===== src/rtl/sup3_pkg.sv =====
// Shared types, widths and phase coefficient table for the row upsampler.
`timescale 1ns / 1ps

package sup3_pkg;

  localparam int EXTENT  = 4;
  localparam int DIM     = 2 * EXTENT + 1;
  localparam int FILL_W  = $clog2(DIM + 1);
  localparam int PIX_W   = 8;
  localparam int COEF_W  = 16;
  localparam int FRAC_W  = 14;
  localparam int PROD_W  = PIX_W + 1 + COEF_W;
  localparam int ACC_W   = PROD_W + $clog2(DIM) + 1;
  localparam int Q_W     = ACC_W - FRAC_W;
  localparam int VAL_W   = 10;
  localparam int PH_W    = 2;
  localparam int VAL_MIN = -256;
  localparam int VAL_MAX = 511;
  localparam int ROUND_BIAS = 1 << (FRAC_W - 1);

  localparam logic [PH_W-1:0] PHASE_0 = 2'd0;
  localparam logic [PH_W-1:0] PHASE_1 = 2'd1;
  localparam logic [PH_W-1:0] PHASE_2 = 2'd2;

  typedef logic [DIM-1:0][PIX_W-1:0] win_t;
  typedef logic signed [COEF_W-1:0] coef_t;
  typedef coef_t [DIM-1:0] coef_row_t;

  typedef struct packed {
    logic [PIX_W-1:0] pixel;
    logic             line_start;
  } in_t;

  typedef struct packed {
    logic signed [VAL_W-1:0] value;
    logic [PH_W-1:0]         phase;
    logic                    last;
  } out_t;

  // Q2.14 windowed sinc taps, index 0 is the oldest sample of the line.
  function automatic coef_row_t coef_row(input logic [PH_W-1:0] ph);
    coef_row_t row;
    row = '0;
    case (ph)
      PHASE_1: begin
        row[1] = -16'sd202;
        row[2] = 16'sd985;
        row[3] = -16'sd2942;
        row[4] = 16'sd13786;
        row[5] = 16'sd5883;
        row[6] = -16'sd1379;
        row[7] = 16'sd252;
      end
      PHASE_2: begin
        row[1] = -16'sd193;
        row[2] = 16'sd908;
        row[3] = -16'sd2480;
        row[4] = 16'sd7263;
        row[5] = 16'sd12398;
        row[6] = -16'sd1816;
        row[7] = 16'sd304;
      end
      default: begin
        row[4] = 16'sd16384;
      end
    endcase
    return row;
  endfunction

endpackage


===== src/rtl/sup3_mac.sv =====
// Dot product of one window with one phase, then rounding and saturation.
`timescale 1ns / 1ps

module sup3_mac (
  input  sup3_pkg::win_t            win,
  input  logic [sup3_pkg::PH_W-1:0] phase,
  output sup3_pkg::out_t            res
);
  import sup3_pkg::*;

  coef_row_t               row;
  logic signed [PROD_W-1:0] prod [DIM];
  logic signed [ACC_W-1:0]  acc;
  logic signed [Q_W-1:0]    q;

  always_comb begin
    row = coef_row(phase);
    acc = ACC_W'(ROUND_BIAS);
    for (int i = 0; i < DIM; i++) begin
      prod[i] = PROD_W'($signed({1'b0, win[i]})) * PROD_W'(row[i]);
      acc     = acc + ACC_W'(prod[i]);
    end
    q = acc[ACC_W-1:FRAC_W];
  end

  always_comb begin
    if (q < Q_W'(VAL_MIN)) begin
      res.value = VAL_W'(VAL_MIN);
    end else if (q > Q_W'(VAL_MAX)) begin
      res.value = VAL_W'(VAL_MAX);
    end else begin
      res.value = q[VAL_W-1:0];
    end
    res.phase = phase;
    res.last  = (phase == PHASE_2);
  end

endmodule


===== src/rtl/sinc_row_upsample_by_three.sv =====
// Top level of the windowed-sinc row upsampler by three.
`timescale 1ns / 1ps

// Each accepted pixel enters a nine-sample delay line; once nine pixels of the
// current row have arrived (counting from the last beat with line_start set),
// the line is captured and three beats follow on the output, one per cycle
// while out_stall is low, at shifts 0, 1/3 and 2/3 of a sample, the last of
// them flagged. The three phases share one nine-tap multiply-accumulate unit,
// and a pixel is taken only while no line is held or as the last phase of the
// held line is loaded to the output. The first result of a line passes through
// the window register and then the output register.
module sinc_row_upsample_by_three (
  input  logic           clk,
  input  logic           rst_n,
  input  logic           in_valid,
  output logic           in_stall,
  input  sup3_pkg::in_t  in_data,
  output logic           out_valid,
  input  logic           out_stall,
  output sup3_pkg::out_t out_data
);
  import sup3_pkg::*;

  win_t              dl_r, dl_nxt;
  logic [FILL_W-1:0] fill_r, fill_nxt;
  win_t              win_r, win_nxt;
  logic              win_vld_r, win_vld_nxt;
  logic [PH_W-1:0]   phase_r, phase_nxt;
  out_t              out_r, out_nxt;
  logic              out_vld_r, out_vld_nxt;
  out_t              mac_res;
  logic              out_load;
  logic              win_free;
  logic              in_acc;
  logic              win_full;

  sup3_mac u_mac (
    .win   (win_r),
    .phase (phase_r),
    .res   (mac_res)
  );

  assign out_load = win_vld_r && (!out_vld_r || !out_stall);
  assign win_free = !win_vld_r || (out_load && (phase_r == PHASE_2));
  assign in_stall = !win_free;
  assign in_acc   = in_valid && win_free;

  always_comb begin
    dl_nxt   = {in_data.pixel, dl_r[DIM-1:1]};
    fill_nxt = fill_r;
    if (in_data.line_start) begin
      fill_nxt = FILL_W'(1);
    end else if (fill_r < FILL_W'(DIM)) begin
      fill_nxt = fill_r + FILL_W'(1);
    end
    win_full = (fill_nxt == FILL_W'(DIM));
  end

  always_comb begin
    win_nxt     = win_r;
    win_vld_nxt = win_vld_r;
    phase_nxt   = phase_r;
    if (in_acc && win_full) begin
      win_nxt     = dl_nxt;
      win_vld_nxt = 1'b1;
      phase_nxt   = PHASE_0;
    end else if (out_load) begin
      if (phase_r == PHASE_2) begin
        win_vld_nxt = 1'b0;
      end else begin
        phase_nxt = phase_r + PH_W'(1);
      end
    end
  end

  always_comb begin
    out_nxt     = out_r;
    out_vld_nxt = out_vld_r;
    if (out_load) begin
      out_nxt     = mac_res;
      out_vld_nxt = 1'b1;
    end else if (!out_stall) begin
      out_vld_nxt = 1'b0;
    end
  end

  always_ff @(posedge clk) begin
    if (!rst_n) begin
      dl_r      <= '0;
      fill_r    <= '0;
      win_vld_r <= 1'b0;
      phase_r   <= PHASE_0;
      out_vld_r <= 1'b0;
    end else begin
      if (in_acc) begin
        dl_r   <= dl_nxt;
        fill_r <= fill_nxt;
      end
      win_vld_r <= win_vld_nxt;
      phase_r   <= phase_nxt;
      out_vld_r <= out_vld_nxt;
    end
  end

  always_ff @(posedge clk) begin
    win_r <= win_nxt;
    out_r <= out_nxt;
  end

  assign out_valid = out_vld_r;
  assign out_data  = out_r;

endmodule


===== config.mk =====
export PLATFORM = sky130hd
export DESIGN_NAME = sinc_row_upsample_by_three
export DESIGN_NICKNAME = d
export VERILOG_FILES = /design/src/rtl/sup3_pkg.sv /design/src/rtl/sup3_mac.sv /design/src/rtl/sinc_row_upsample_by_three.sv
export SDC_FILE = /design/constraint.sdc
export NUM_CORES = 1
export LEC_CHECK = 0
export ABC_AREA = 1
export BUFFER_PORTS_ARGS = -buffer_cell sky130_fd_sc_hd__buf_2
export CAP_MARGIN = 20
export CORE_MARGIN = 2
export CORE_UTILIZATION = 25
export DETAILED_ROUTE_END_ITERATION = 7
export PLACE_DENSITY = 0.52
export SLEW_MARGIN = 20
export SYNTH_ARGS = -nofsm -noshare
export SYNTH_HDL_FRONTEND = slang
export SYNTH_SLANG_ARGS = --single-unit

===== constraint.sdc =====
create_clock -name clk -period 11 [get_ports clk]
set_clock_uncertainty 0.1 [all_clocks]
set_input_delay 1.65 -clock clk [delete_from_list [all_inputs] [get_ports clk]]
set_output_delay 1.65 -clock clk [all_outputs]
set_load 0.02 [all_outputs]

* After elaboration in Yosys (flattened, before gate mapping) *
Cells that the tools add are included.

storage, ports and cells
  bits in writable memories = 0
  input bits = 13
  latch bits = 0
  bits in read-only memories = 0
  memories = 0
  word-level logic and storage cells = 74
  output and inout port bits = 15
  register bits after elaboration = 133

cells by class
  bitwise gates (word level) = 2
  shift-type cells = 0
  equal/unequal tests = 4
  $lt $le $gt $ge = 3
  add/subtract/negate cells = 9
  $mul = 7
  reductions and logical operators = 16
  div/mod/pow operators = 0
  muxes and demuxes = 11

operators with widths
  kind                      count
  $add A30 B25 Y30          5
  $mul A9 B16 Y25           5
  $pmux W48 S2              1
  $pmux W41 S2              1
  $pmux W15 S2              1
  $add A26 B25 Y27          1
  $add A15 B25 Y26 const A  1
  $mul A8 B15 Y23           1
  $mul A8 B9 Y17            1
  $gt A16 B10 Y1 const B    1
  $lt A16 B9 Y1 const B     1
  $mux W10                  1
  $mux W4                   2
  $mux W1                   5
  $add A4 B1 Y4 const B     1
  $eq A4 B4 Y1 const B      1
  $logic_and A1 B1 Y1       4
  $logic_not A1 Y1          4
  $lt A4 B4 Y1 const B      1
  $reduce_and A2 Y1         2
  $reduce_bool A2 Y1        2
  $reduce_or A2 Y1          2
  $add A2 B1 Y2 const B     1
  $eq A2 B1 Y1 const B      1
  other kinds (4)           6

* Logic depth before layout (Yosys ltp) *
Gate-level depths: netlist of the first run.

  depth in word-level cells = 12
  gate-level depth with buffers = 57
  gate-level depth less buffers = 57

* Cells and area by module *
A second synthesis of the first run with hierarchy kept.

second synthesis, totals
  cells, all modules = 2,942
  area total of the unflattened synthesis = 26,720.6 sq um

modules (own cells, without submodules)
  module                      area each (sq um)  instances  seq. area each (sq um)  cells an instance
  sup3_mac                    21,489.4           1          0.0                     2,512
  sinc_row_upsample_by_three  5,231.3            1          3,993.8                 430

* Worst setup path after synthesis of the first run *
Ideal clock, no wire load.

  path type = reg2reg
  start = register phase_r[0]
  end = register out_r (netlist bit out_data[10]), data pin
  path slack = 0.211 ns
  data arrival time = 10.440 ns
  cell stages (with the launch flop) = 50
  clock period less this slack = 10.789 ns
  path buffers = 2
  cell sequence = dfxtp_1 -> inv_1 -> ha_1 -> inv_1 -> clkbuf_1 -> buf_1 -> nand2_1 -> fa_1 -> inv_1 -> fa_1 -> inv_1 -> fa_1 -> inv_1 -> fa_1 -> fa_1 -> inv_1 -> fa_1 -> inv_1 -> [14 not listed] -> inv_1 -> fa_1 -> inv_1 -> ha_1 -> nand2_2 -> inv_1 -> a21oi_2 -> nand2_1 -> a21oi_1 -> nand2_1 -> nand2_1 -> nand2_1 -> nor2_1 -> nand3_2 -> nand2_4 -> nand2_1 -> nand2_1 -> inv_1

on the way
  word-level cells in the longest chain between the ends = 12
  elaborated cells on any way between the ends = 22
  those cells by class = add/sub (7); mul (7); order compare (2); eq/ne (2); mux (4)

ends and longest elaborated chain
  item                                                 line                               source
  start, declared                                      sinc_row_upsample_by_three.sv:28   logic [PH_W-1:0] phase_r, phase_nxt;
  start signal, assigned                               sinc_row_upsample_by_three.sv:100  phase_r <= phase_nxt;
  $eq A2 B2 Y1 / $eq A2 B1 Y1 (equally long branches)  sup3_pkg.sv:44                     case (ph)
  $pmux W48 S2                                         sup3_pkg.sv:44
  $mul A9 B16 Y25                                      sup3_mac.sv:20                     prod[i] = PROD_W'($signed({1'b0, win[i]})) * PROD_W'(row[i]);
  $add A15 B25 Y26                                     sup3_mac.sv:21                     acc = acc + ACC_W'(prod[i]);
  $add A26 B25 Y27                                     sup3_mac.sv:21
  $add A30 B25 Y30 (4 in a row)                        sup3_mac.sv:21
  $add A30 B25 Y30 *                                   sup3_mac.sv:21
  $gt A16 B10 Y1                                       sup3_mac.sv:29                     end else if (q > Q_W'(VAL_MAX)) begin
  $mux W10                                             sup3_mac.sv:29
  end signal, assigned                                 sinc_row_upsample_by_three.sv:107  out_r <= out_nxt;
  end, declared                                        sinc_row_upsample_by_three.sv:29   out_t out_r, out_nxt;

Every way passes the cells marked *; elsewhere a longest branch is shown, timed or not.
A chain may end at the register's enable or synchronous reset.

* Final worst setup path of the first run *
  start = register phase_r[0]
  end = register out_r (netlist bit out_data[6]), data pin

The elaborated chain is that of the path after synthesis.

==> flow_metrics.env, run 1 <==
export IMPL_status="finished clean"
export IMPL_design_area_sq_mm=0.0308
export IMPL_yosysWarnings=0
export IMPL_startpoint="phase_r[0]"
export IMPL_syn_area_per_cell_sq_um=8.68
export IMPL_final_cell_mix="inv_1, fa_1, nand2_1"
export IMPL_cap_violations=0
export IMPL_hold_path_class="reg2reg"
export IMPL_dr_pass1_iters=7
export IMPL_synth_seq_cells=133
export IMPL_synth_compound_area_share=0.0455
export IMPL_area_growth_syn_to_layout_pct=15.6
export IMPL_drive_gt1_frac=0.112
export IMPL_internal_power_w=0.00149
export IMPL_syn_num_nets=3963
export IMPL_antenna_found_initial=4
export IMPL_cts_max_level=4
export IMPL_synthesis_area_sq_mm=0.0267
export IMPL_ir_drop_mv=0.107
export IMPL_synth_top_family_by_area="adder cells"
export IMPL_cts_root_buf="clkbuf_16"
export IMPL_power_leakage_nw=17.1
export IMPL_fin_nets=4104
export IMPL_worst_path_max_delay_cell="fa_1"
export IMPL_sw_frac_of_total=0.421
export IMPL_yosysUniqueCellTypes=42
export IMPL_synth_xor_area_share=0.0234
export IMPL_sequentialPowerShare=0.227
export IMPL_slew_headroom=0.460
export IMPL_start_util=0.253
export IMPL_power_switching_w=0.00108
export IMPL_r2r_end="out_data[6]"
export IMPL_grt_pass1_vias=20000
export IMPL_clk_pin_slew_worst_paths_ns=0.06
export IMPL_slew_viol_final=0
export IMPL_async_flop_share=0
export IMPL_hpwlAfterDp_um=63500
export IMPL_synthFlopType="edfxtp_1"
export IMPL_min_from="dl_nxt[12]"
export IMPL_power_per_cell_area_mw_per_mm2=83.6
export IMPL_holdPathEnd="win_r[12]"
export IMPL_startpoint_type="flip-flop"
export IMPL_cts_tree="yes"
export IMPL_clkPwrFrac=0.234
export IMPL_place_congestion=0.911
export IMPL_via_count=18700
export IMPL_die_area_sq_mm=0.109
export IMPL_wl_um=72000
export IMPL_period_share=0.962
export IMPL_grt_pass1_wl_um=113000
export IMPL_grt_util_all_layers=0.138
export IMPL_rows=119
export IMPL_drc=0
export IMPL_tightest_slew_ns=0.810
export IMPL_crit_fanout=5
export IMPL_die_y_um=331
export IMPL_clock_sinks=133
export IMPL_layout_min_cycle_time_ns=10.58
export IMPL_rr_startpoint="phase_r[0]"
export IMPL_io_buffers=27
export IMPL_hold_viol_final=0
export IMPL_grt_overflow_total=0
export IMPL_synthAdderAreaFrac=0.549
export IMPL_reg2reg_depth=47
export IMPL_clk_latency_ns=0.47
export IMPL_setup_worst_path_class="reg2reg"
export IMPL_ant_nets=0
export IMPL_required_ns=11.12
export IMPL_die_w_um=331
export IMPL_ios=28
export IMPL_cts_max_path_buffers=2
export IMPL_synth_edff_count=69
export IMPL_fin_setup_tns_ns=0
export IMPL_ctsHoldBuffers=0
export IMPL_hold_slack_ns=0.331
export IMPL_timing_fmax_ghz=0.0945
export IMPL_arrival_ns=10.70
export IMPL_regToRegSetupSlack_ns=0.42
export IMPL_grt_max_degree=62
export IMPL_via_per_inst=4.05
export IMPL_postPlaceCellArea_sq_mm=0.0293
export IMPL_cts_buffers=17
export IMPL_synth_simple_area_share=0.105
export IMPL_pwr_share_comb=0.539
export IMPL_critical_path_max_stage_delay_ns=0.56
export IMPL_wl_per_cell_um=15.6
export IMPL_cpMostUsedCell="fa_1"
export IMPL_core_area_sq_mm=0.106
export IMPL_drt_initial_drc_count=1022
export IMPL_worstSetupEndpointType="flip-flop"
export IMPL_syn_inst=3073
export IMPL_finalSetupViolations=0
export IMPL_seq_area_frac_synth=0.126
export IMPL_final_common_cell="inv_1"
export IMPL_hold_path_depth=0
export IMPL_synth_mux_area_frac=0
## worst max-delay path, delay by kind of cell (launching register included)
kind            cells  cell delay (ns)
fa+ha+maj          15             6.89
simple gates       14             1.30
buf+inv            15             1.23
flops               1             0.34
compound gates      2             0.26
xor+xnor            1             0.20
## worst max path at each step
stage | to | cells after the start
floorplan | out_data[10] | 49
global placement | out_data[6] | 49
detailed placement | out_data[5] | 52
CTS | out_data[8] | 49
global route | out_data[8] | 50
finish | out_data[6] | 47
## cells in the mapped netlist (2+ instances only)
cell,count,share of area
o21ai_2,2,0.00066
nand3_1,33,0.0062
o31ai_1,2,0.00056
nand2_2,9,0.0021
a211oi_1,2,0.00056
nand2_1,400,0.056
fa_1,488,0.37
o21ai_0,86,0.016
xor2_1,47,0.015
inv_1,1032,0.15
a21o_1,7,0.0020
or2_2,3,0.00070
ha_1,389,0.18
o21a_1,4,0.0011
inv_2,6,0.00084
nand3b_1,3,0.00084
nor2_2,8,0.0019
a21oi_1,90,0.017
o21bai_1,9,0.0025
nand2_4,2,0.00084
xnor2_1,21,0.0069
o21ai_1,2,0.00038
nor2_1,219,0.031
buf_1,7,0.00099
nor3_1,8,0.0015
nand4_1,9,0.0021
dfxtp_1,64,0.048
clkbuf_1,28,0.0039
a31oi_1,9,0.0021
edfxtp_1,69,0.078
o2111ai_1,2,0.00066
a21oi_2,2,0.00066
nor3_2,2,0.00075
## stage by stage
step	std cells	power [W]	worst slack, ns	util
after floorplan	3073	0.00139	0.211	-
after global placement	4572	0.00183	-0.185	0.277
after detailed placement	4572	0.00183	-0.343	0.277
after CTS	4604	0.00246	0.0102	0.284
after global routing	4618	0.00280	-0.0691	0.292
final	4619	0.00258	0.423	0.292
## kinds of logic after synthesis
logic type,count (synthesis)
AO/OA/AOI/OAI,221
XOR/XNOR,69
adder cells (fa/ha/maj),877
buffers and inverters,1074
flip-flops,133
AND/OR/NAND/NOR,699
## power by group through the flow
stage | Combinational, W | Clock, W | Sequential (W)
after floorplan | 0.000813 | 0 | 0.000581
after global placement | 0.00124 | 0 | 0.000594
after detailed placement | 0.00123 | 0 | 0.000594
after CTS | 0.00126 | 0.000621 | 0.000584
after global routing | 0.00157 | 0.000640 | 0.000586
final | 0.00139 | 0.000604 | 0.000584
## per-layer routing
metal | part of all wire | routed length [um] | vias to the layer above | global-route usage
met1 | 0.46 | 32800 | 9085 | 0.184
met3 | 0.048 | 3460 | 73 | 0.0240
met5 | 0.0025 | 183 | - | 0.0104
li1 | - | - | 9252 | -
met2 | 0.47 | 33500 | 283 | 0.228
met4 | 0.028 | 2020 | 6 | 0.0415
## final cells by class
type                       instances  area, sq um
tap                             1391         1740
sequential                       133         3360
multi-input combinational       1868        20100
fill                           11300        74700
clock buffer                      19          443
inverter                        1038         3900
timing repair buffer             156         1150
clock inverter                    13          173
antenna                            1         2.50
## registers in the layout (all words and copies together), names as in the netlist
signal / flops
dl_nxt: 56
win_r: 56
out_data: 13
fill_r: 4
phase_r: 2
out_valid: 1
win_vld_r: 1
## what timing repair did
item | CTS | global route
setup endpoints to repair | 10 | 10
pin swaps | 0 | 62
cloned | 0 | 2
resized for setup | 14 | 170
hold endpoints to repair | 0 | 0
setup buffers | 0 | 13
No activity file was read; power rests on OpenSTA's default activity.
==> run 2, diff against run 1 <==
- ABC_AREA: 1 -> 0
==> run 2 against run 1 <==
The flow now finishes with violations (setup timing). Setup slack got worse by 0.57 ns. Worst hold slack worse by 0.0076 ns. Sequential cell count unchanged. Clock power grew 6.3%. Via count shrank 6.1%. Critical path depth down 2. Global-route usage fell by 0.45 points. Non-clock buffer count is 132 higher. Power fell by 54%. Design area grew 0.84%. Sequential share of layout area decreased by 0.091 points. Cell count shrank 7.4%.
==> flow_metrics.env, run 2 <==
export IMPL_yosysWarnings=0
export IMPL_synth_xor_area_share=0.0269
export IMPL_synth_compound_area_share=0.0648
export IMPL_finalSetupViolations=9
export IMPL_via_per_inst=4.11
export IMPL_synth_simple_area_share=0.0832
export IMPL_yosysUniqueCellTypes=63
export IMPL_setup_ws_ns=-0.147
export IMPL_rows=117
export IMPL_cts_root_buf="clkbuf_16"
export IMPL_via_count=17600
export IMPL_yosysMostFrequentCell="inv_1"
export IMPL_synth_seq_cells=133
export IMPL_power_per_cell_area_mw_per_mm2=38.5
export IMPL_holdPathEnd="win_r[15]"
export IMPL_ant_nets=0
export IMPL_rsz0062_at_grt="yes"
export IMPL_drt_initial_drc_count=815
export IMPL_critical_path_max_stage_delay_ns=0.55
export IMPL_drc=0
export IMPL_period_share=1.01
export IMPL_ios=28
export IMPL_slew_headroom=0.387
export IMPL_synth_top_family_by_area="adder cells"
export IMPL_cap_violations=0
export IMPL_arrival_ns=11.26
export IMPL_hpwlAfterDp_um=58900
export IMPL_setup_worst_path_class="reg2reg"
export IMPL_fin_nets=3786
export IMPL_synth_edff_count=69
export IMPL_io_buffers=27
export IMPL_regToRegSetupSlack_ns=-0.15
export IMPL_final_cell_mix="inv_1, fa_1, ha_1"
export IMPL_layout_min_cycle_time_ns=11.15
export IMPL_synthesis_area_sq_mm=0.0258
export IMPL_syn_num_nets=3520
export IMPL_yosys_top_cells_count="inv_1, fa_1, ha_1"
export IMPL_p_total_w=0.00120
export IMPL_worst_path_max_delay_cell="fa_1"
export IMPL_r2r_end="out_data[3]"
export IMPL_cts_buffers=17
export IMPL_seq_area_frac_synth=0.130
export IMPL_hold_path_depth=0
export IMPL_rr_startpoint="phase_r[0]"
export IMPL_grt_overflow_total=0
export IMPL_area_growth_syn_to_layout_pct=20.7
export IMPL_grt_pass1_vias=19000
export IMPL_antenna_found_initial=1
export IMPL_async_flop_share=0
export IMPL_synth_mux_area_frac=0.000777
export IMPL_grt_pass1_wl_um=108000
export IMPL_hold_viol_final=0
export IMPL_hold_slack_ns=0.324
export IMPL_place_congestion=0.883
export IMPL_required_ns=11.11
export IMPL_wl_um=67400
export IMPL_cts_max_path_buffers=2
export IMPL_cts_max_level=4
export IMPL_start_util=0.252
export IMPL_die_area_sq_mm=0.106
export IMPL_power_leakage_nw=16.3
export IMPL_crit_fanout=8
export IMPL_tightest_slew_ns=0.919
export IMPL_cpMostUsedCell="fa_1"
export IMPL_clk_pin_slew_worst_paths_ns=0.07
export IMPL_synthFlopType="edfxtp_1"
export IMPL_fillers=10700
export IMPL_ir_drop_mv=0.116
export IMPL_netlist_area_leader_share=0.379
export IMPL_die_w_um=325
export IMPL_startpoint_type="flip-flop"
export IMPL_diodes=0
export IMPL_synth_top_cell_by_area="fa_1"
export IMPL_status="finished with violations"
export IMPL_synth_area_top_cells="fa_1, ha_1, inv_1, edfxtp_1, dfxtp_1"
export IMPL_clock_sinks=133
export IMPL_synthAdderAreaFrac=0.568
export IMPL_violations="setup timing"
export IMPL_syn_inst=2630
export IMPL_cts_tree="yes"
export IMPL_grt_util_all_layers=0.134
export IMPL_min_from="dl_nxt[15]"
export IMPL_drive_gt1_frac=0.166
export IMPL_syn_area_per_cell_sq_um=9.80
export IMPL_clk_latency_ns=0.47
export IMPL_wl_per_cell_um=15.8
export IMPL_slew_viol_final=0
export IMPL_hold_path_class="reg2reg"
export IMPL_final_common_cell="inv_1"
export IMPL_core_area_sq_mm=0.102
export IMPL_dr_pass1_iters=5
export IMPL_worstSetupEndpointType="flip-flop"
export IMPL_grt_max_degree=64
export IMPL_reg2reg_depth=45
export IMPL_die_y_um=325
export IMPL_timing_fmax_ghz=0.0897
## run 2: cell count changes after synthesis, sizes merged, moves of 28 or more
cell    before  now
a21boi       1   62
a21oi       92   63
and2         1   82
inv       1038  822
nand2      411  185
nand2b       0   35
nor2       228   42
nor2b        0   38
o21ai       90   23
xnor2       21   59
xor2        48   20
## run 2: per-layer routing
| metal | global-route usage | vias to the layer above | part of all wire |
|---|---|---|---|
| met5 | 0 | - | 0 |
| met4 | 0.0301 | 0 | 0.018 |
| met3 | 0.0193 | 47 | 0.037 |
| met2 | 0.218 | 233 | 0.47 |
| met1 | 0.187 | 8833 | 0.48 |
| li1 | - | 8446 | - |
## run 2: power by group
group / internal (W) / total [W] / leakage (nW) / switching (W)
Clock: 0.000368 / 0.000642 / 0.311 / 0.000274
Combinational: 0.00000894 / 0.0000283 / 15.0 / 0.0000194
Sequential: 0.000521 / 0.000525 / 1.07 / 0.00000410
Total: 0.000898 / 0.00120 / 16.3 / 0.000297
## run 2: how the worst max path moves through the flow
stage	from	end	slack [ns]
floorplan	phase_r[0]	out_data[10]	0.02
finish	phase_r[0]	out_data[3]	-0.15
global placement	phase_r[0]	out_data[4]	-0.61
CTS	phase_r[0]	out_data[9]	-0.23
global route	phase_r[0]	out_data[3]	-0.48
detailed placement	phase_r[0]	out_data[9]	-0.68
## run 2: final cells by class
cell class	instances	area [sq um]	share of cell area
multi-input combinational	1634	20100	0.647
clock buffer	17	425	0.0137
clock inverter	15	210	0.00676
sequential	133	3360	0.108
tap	1368	1710	0.0551
inverter	822	3090	0.0994
timing repair buffer	288	2180	0.0701
## run 2: logic make-up (layout without fill, tap and decap cells)
| family | count (synthesis) | after routing |
|---|---|---|
| fa+ha+maj | 877 | 877 |
| buf+inv | 863 | 1142 |
| simple gates | 438 | 438 |
| compound gates | 238 | 238 |
| flops | 133 | 133 |
| xor+xnor | 79 | 79 |
| mux | 2 | 2 |
## run 2: worst max-delay path: cells and delay by family, from the launching register on
family,cells,cell delay [ns]
adder cells (fa/ha/maj),15,6.70
buffers and inverters,14,1.06
flip-flops,1,0.33
AND/OR/NAND/NOR,4,0.70
XOR/XNOR,1,0.20
AO/OA/AOI/OAI,11,1.78
## run 2: metrics by stage
stage                     TNS, ns  utilization  setup WS (ns)  area [sq um]  instances
after detailed placement    -6.28        0.288         -0.678         29400       4229
final                       -1.13        0.305         -0.147         31100       4277
after global placement      -5.90        0.288         -0.613         29400       4229
after global routing        -4.54        0.305         -0.477         31100       4277
after floorplan                 0            -         0.0175         25900       2630
after CTS                   -2.06        0.300         -0.233         30600       4272
## run 2: repair_timing
action / CTS / global route
resized for setup: 86 / 94
endpoints found under the setup margin: 10 / 10
pin swaps: 75 / 69
hold buffers: 0 / 0
setup buffers: 13 / 7
